File: src/sv/bbc_pkg.sv
package bbc_pkg;

    localparam int DEPTH  = 4096;
    localparam int ADDR_W = $clog2(DEPTH);
    localparam int LEN_W  = 13;

    localparam logic [LEN_W-1:0] LEN_RESET    = LEN_W'(DEPTH);
    localparam logic [31:0]      CRC_POLY     = 32'hEDB8_8320;
    localparam logic [31:0]      CRC_ALL_ONES = 32'hFFFF_FFFF;

    typedef enum logic [2:0] {
        OP_READ8   = 3'd0,
        OP_WRITE8  = 3'd1,
        OP_READ16  = 3'd2,
        OP_WRITE16 = 3'd3,
        OP_READ32  = 3'd4,
        OP_WRITE32 = 3'd5,
        OP_CRC32   = 3'd6
    } t_op;

    typedef struct packed {
        t_op              operation;
        logic [LEN_W-1:0] offset;
        logic [LEN_W-1:0] range_length;
        logic [31:0]      write_value;
    } t_in_item;

    typedef struct packed {
        logic [31:0] read_data;
        logic        in_bounds;
    } t_out_item;

    typedef struct packed {
        logic start;
        logic issue;
        logic clear_step;
        logic out_load;
    } t_dp_cmd;

    typedef struct packed {
        logic ok;
        logic count_zero;
        logic last_issue;
        logic clear_last;
        logic out_valid;
    } t_dp_sts;

    typedef logic [31:0] t_crc_table [256];

    function automatic t_crc_table build_crc_table();
        t_crc_table  tbl;
        logic [31:0] c;
        for (int n = 0; n < 256; n++) begin
            c = 32'(n);
            for (int k = 0; k < 8; k++) begin
                c = c[0] ? ((c >> 1) ^ CRC_POLY) : (c >> 1);
            end
            tbl[n] = c;
        end
        return tbl;
    endfunction

    localparam t_crc_table CRC_TABLE = build_crc_table();

endpackage

File: src/sv/bbc_ctrl.sv
module bbc_ctrl (
    input  logic             i_clk,
    input  logic             i_rst_n,
    input  logic             i_in_valid,
    output logic             o_in_ready,
    input  logic             i_out_ready,
    output bbc_pkg::t_dp_cmd o_cmd,
    input  bbc_pkg::t_dp_sts i_sts
);
    import bbc_pkg::*;

    typedef enum logic [2:0] {
        S_CLEAR,
        S_IDLE,
        S_CHECK,
        S_RUN,
        S_DRAIN,
        S_FINISH
    } t_state;

    t_state r_state;
    t_state n_state;

    always_comb begin
        n_state = r_state;
        o_cmd   = '0;
        case (r_state)
            S_CLEAR: begin
                o_cmd.clear_step = 1'b1;
                if (i_sts.clear_last) begin
                    n_state = S_IDLE;
                end
            end
            S_IDLE: begin
                if (i_in_valid) begin
                    o_cmd.start = 1'b1;
                    n_state     = S_CHECK;
                end
            end
            S_CHECK: begin
                if (!i_sts.ok || i_sts.count_zero) begin
                    n_state = S_FINISH;
                end else begin
                    n_state = S_RUN;
                end
            end
            S_RUN: begin
                o_cmd.issue = 1'b1;
                if (i_sts.last_issue) begin
                    n_state = S_DRAIN;
                end
            end
            S_DRAIN: begin
                n_state = S_FINISH;
            end
            S_FINISH: begin
                if (!i_sts.out_valid || i_out_ready) begin
                    o_cmd.out_load = 1'b1;
                    n_state        = S_IDLE;
                end
            end
            default: begin
                n_state = S_IDLE;
            end
        endcase
    end

    assign o_in_ready = (r_state == S_IDLE);

    always_ff @(posedge i_clk) begin
        if (!i_rst_n) begin
            r_state <= S_CLEAR;
        end else begin
            r_state <= n_state;
        end
    end

endmodule

File: config.mk
export PLATFORM = sky130hd
export DESIGN_NAME = bbc_ctrl
export DESIGN_NICKNAME = d
export VERILOG_FILES = /design/src/sv/bbc_pkg.sv /design/src/sv/bbc_ctrl.sv
export SDC_FILE = /design/constraint.sdc
export NUM_CORES = 1
export LEC_CHECK = 0
export BUFFER_PORTS_ARGS = -buffer_cell sky130_fd_sc_hd__clkbuf_2
export CAP_MARGIN = 20
export CORE_AREA = 2 2 39 41
export CTS_CLUSTER_SIZE = 14
export DETAILED_ROUTE_END_ITERATION = 7
export DIE_AREA = 0 0 41 43
export GPL_ROUTABILITY_DRIVEN = 0
export GPL_TIMING_DRIVEN = 0
export SLEW_MARGIN = 20
export SYNTH_ARGS = -nofsm -noshare
export SYNTH_HDL_FRONTEND = slang
export SYNTH_SLANG_ARGS = --single-unit
export TNS_END_PERCENT = 20
File: constraint.sdc
create_clock -name i_clk -period 2.8 [get_ports i_clk]
set_clock_uncertainty 0.15 [all_clocks]
set_input_delay 0.28 -clock i_clk [delete_from_list [all_inputs] [get_ports i_clk]]
set_output_delay 0.28 -clock i_clk [all_outputs]
set_load 0.03 [all_outputs]
==> impl_metrics.tcl <==
set metrics [dict create \
    status "finished, final reports clean" \
    worst_ep_required_time_ns 2.37 \
    globalRouteOverflowTotal 0 \
    fillCellCount 155 \
    worstHoldPathType "in2reg" \
    drv_slew 0 \
    maximum_number_of_buffers_from_clock_root_to_sink 2 \
    clock_latency_at_the_later_pin_of_the_worst_skew_pair_ns 0.23 \
    placementRows 14 \
    maximum_number_of_pins_on_one_net_before_global_route_repair 11 \
    postSynthNetCount 43 \
    timing_hold_violations_final 0 \
    cts.htree.levels 1 \
    fin_nets 61 \
    detailedPlace.worstSlack_ns 1.38 \
    achievable-frequency_mhz 602 \
    routed_wl_um 589 \
    grt.busiest_layer "met2" \
    cts_post_setup_buffers_inserted 0 \
    grt_antenna_before_repair 0 \
    vdd_ir_drop_max_mv 0.306 \
    largestRegisters "r_state: 3 flops" \
    post-synth-top-area-cell "sky130_fd_sc_hd__dfxtp_1" \
    post-synth-top-count-cell "sky130_fd_sc_hd__nand2_1" \
    drv.max_cap_violation_count 0 \
    synth_edf_count 0 \
    worst_slack_ns 1.14 \
    worst_setup_path_start_kind "flop" \
    die_height_um 43 \
    root_buffer "sky130_fd_sc_hd__clkbuf_4" \
    rsz0062_at_grt "no" \
    groute.layer.met3.usage_pct 3.14 \
    synth.yosys.seq_area_share_pct 20.4 \
    area.growth.synth_to_final_pct 37.9 \
    tritoncts.num_buffers 3 \
    number_of_top_level_pins 14 \
    timing.max_slew.rel_slack_pct 89.0 \
    drtIter0Drc 1 \
    postRouteAntennaNets 0 \
    routedWlPerCell_um 8.79 \
    leakage_nw 0.185 \
    place_inst 63 \
    grt_use_total_pct 9.93 \
    post_route_cells_drive_above_1_share_pct 49.0 \
    use_met1_pct 11.2 \
    design.core.area_um2 1380 \
    synthFlopType "sky130_fd_sc_hd__dfxtp_1" \
    syn-mean-instance-area_um2 8.65 \
    cp_data_arrival_time_ns 1.23 \
    longest_individual_stage_delay_on_the_worst_path_ns 0.33 \
    startpoint "r_state[2]$_SDFFE_PN0P_" \
    cp-end-kind "output port" \
    cp_max_fo 10 \
    drt-vias-per-instance 4.25 \
    synth_common_cells "sky130_fd_sc_hd__nand2_1 (5), sky130_fd_sc_hd__mux2i_1 (4), sky130_fd_sc_hd__dfxtp_1 (3), sky130_fd_sc_hd__nor3_1 (3), sky130_fd_sc_hd__nor3b_1 (3)" \
    dr.pass1.iters 4 \
    yosysUniqueCellTypes 19 \
    die_width_um 41 \
    final_cell_count_without_fillers 67 \
    diodes 0 \
    cts_hold_buf 0 \
    fin_crit_sh_pct 59.4 \
    synth_async_sr_flop_share_pct 0 \
    grt_pass1_wl_um 1090 \
    number_of_global_route_vias_before_repair 274 \
    critPathKind "reg2out" \
    postSynthCellCount 34 \
    total_die_area_um2 1760 \
    place.port_buffers 13 \
    hpwl_um 444 \
    holdCritStartpoint "i_rst_n" \
    fin_crit_ns 1.66 \
    drc_errors 0 \
    synth.top_cell.area_share_pct 20.4 \
    r2r-start "r_state[2]$_SDFFE_PN0P_" \
    setup-tns-final_ns 0 \
    route.vias.total 285 \
    synth_warnings 0 \
    global_route.usage.met2_pct 12.5 \
    post_cts_resize_count 0 \
    largest_register "r_state" \
    start_util_pct 21.2 \
    transition_time_at_the_pin_with_the_least_slew_margin_ns 0.164 \
    largest_reg_flops 3 \
    ys_seq_elements 3 \
    cts.clk_slew.worst_paths_ns 0.04 \
    clock_sinks 3 \
    crit_path_cell_trace "buf_4, nor2_1, and3_1, clkbuf_2" \
    tritoncts "built" \
    synth.area.top_cells "sky130_fd_sc_hd__dfxtp_1 (20%), sky130_fd_sc_hd__mux2i_1 (14%), sky130_fd_sc_hd__buf_6 (7.7%)" \
    power_density_nw_per_um2 1010 \
    critical-path-slowest-cell "sky130_fd_sc_hd__dfxtp_1" \
    setup_viol 0 \
    post_synth_instance_area_um2 294 \
]
==> layer usage <==
| metal | share of wire, % | vias to the layer above |
|---|---|---|
| li1 | - | 154 |
| met1 | 45 | 120 |
| met2 | 48 | 9 |
| met3 | 4.2 | 2 |
| met4 | 2.5 | 0 |
| met5 | 0 | - |
==> cell families after synthesis <==
kind of cell	after synthesis	synth area share [%]
simple gates	19	44.3
buf+inv	4	11.5
flops	3	20.4
compound gates	3	6.38
mux	5	17.4
==> where the power goes <==
| group | switching [mW] | leakage (nW) | internal [mW] |
|---|---|---|---|
| logic | 0.154 | 0.145 | 0.111 |
| clock network | 0.0219 | 0.0150 | 0.0534 |
| registers | 0.00880 | 0.0246 | 0.0588 |
==> cell type report <==
class                      instances  area [um2]  share of cell area, %
inverter                           1        3.75                  0.926
buffer                             3        30.0                   7.41
timing repair buffer              13        65.1                   16.0
tap                               16        20.0                   4.94
sequential                         3        60.1                   14.8
clock buffer                       4        26.3                   6.48
multi-input combinational         27         200                   49.4
==> placed cells by master, fill, tap and decap left out, types with 2 or more instances in the layout <==
master and instances:
sky130_fd_sc_hd__dfxtp_1 3, sky130_fd_sc_hd__nor3_1 3, sky130_fd_sc_hd__clkbuf_2 13, sky130_fd_sc_hd__buf_6 2
sky130_fd_sc_hd__mux2i_1 4, sky130_fd_sc_hd__nand2_1 5, sky130_fd_sc_hd__clkbuf_4 3, sky130_fd_sc_hd__nor3b_1 3
sky130_fd_sc_hd__o21ai_0 2
==> worst max-delay path, delay by kind of cell, from the launching register on <==
family / cells / cell delay, ns
and+or+nand+nor: 2 / 0.30
DFF: 1 / 0.33
buffers and inverters: 2 / 0.36
==> metrics by stage <==
stage               instance area, um2  hold WS, ns  util, %  total power, mW
global route                       405        0.221     29.3            0.448
global placement                   379        0.435     27.4            0.334
floorplan                          294        0.279        -            0.281
CTS                                405        0.195     29.3            0.416
finish                             405        0.201     29.3            0.408
detailed placement                 379        0.441     27.4            0.337
==> path summary, 6_finish.rpt <==
kind                                                end  slack (ns)  cells past startpoint
worst min-delay path            r_state[0]$_SDFFE_PN0P_        0.20                      3
worst max register to register  r_state[2]$_SDFFE_PN0P_        1.57                      5
worst min register to register  r_state[0]$_SDFFE_PN0P_        0.44                      3
worst max-delay path                           o_cmd[3]        1.14                      4
(Power assumes the default switching activity.)
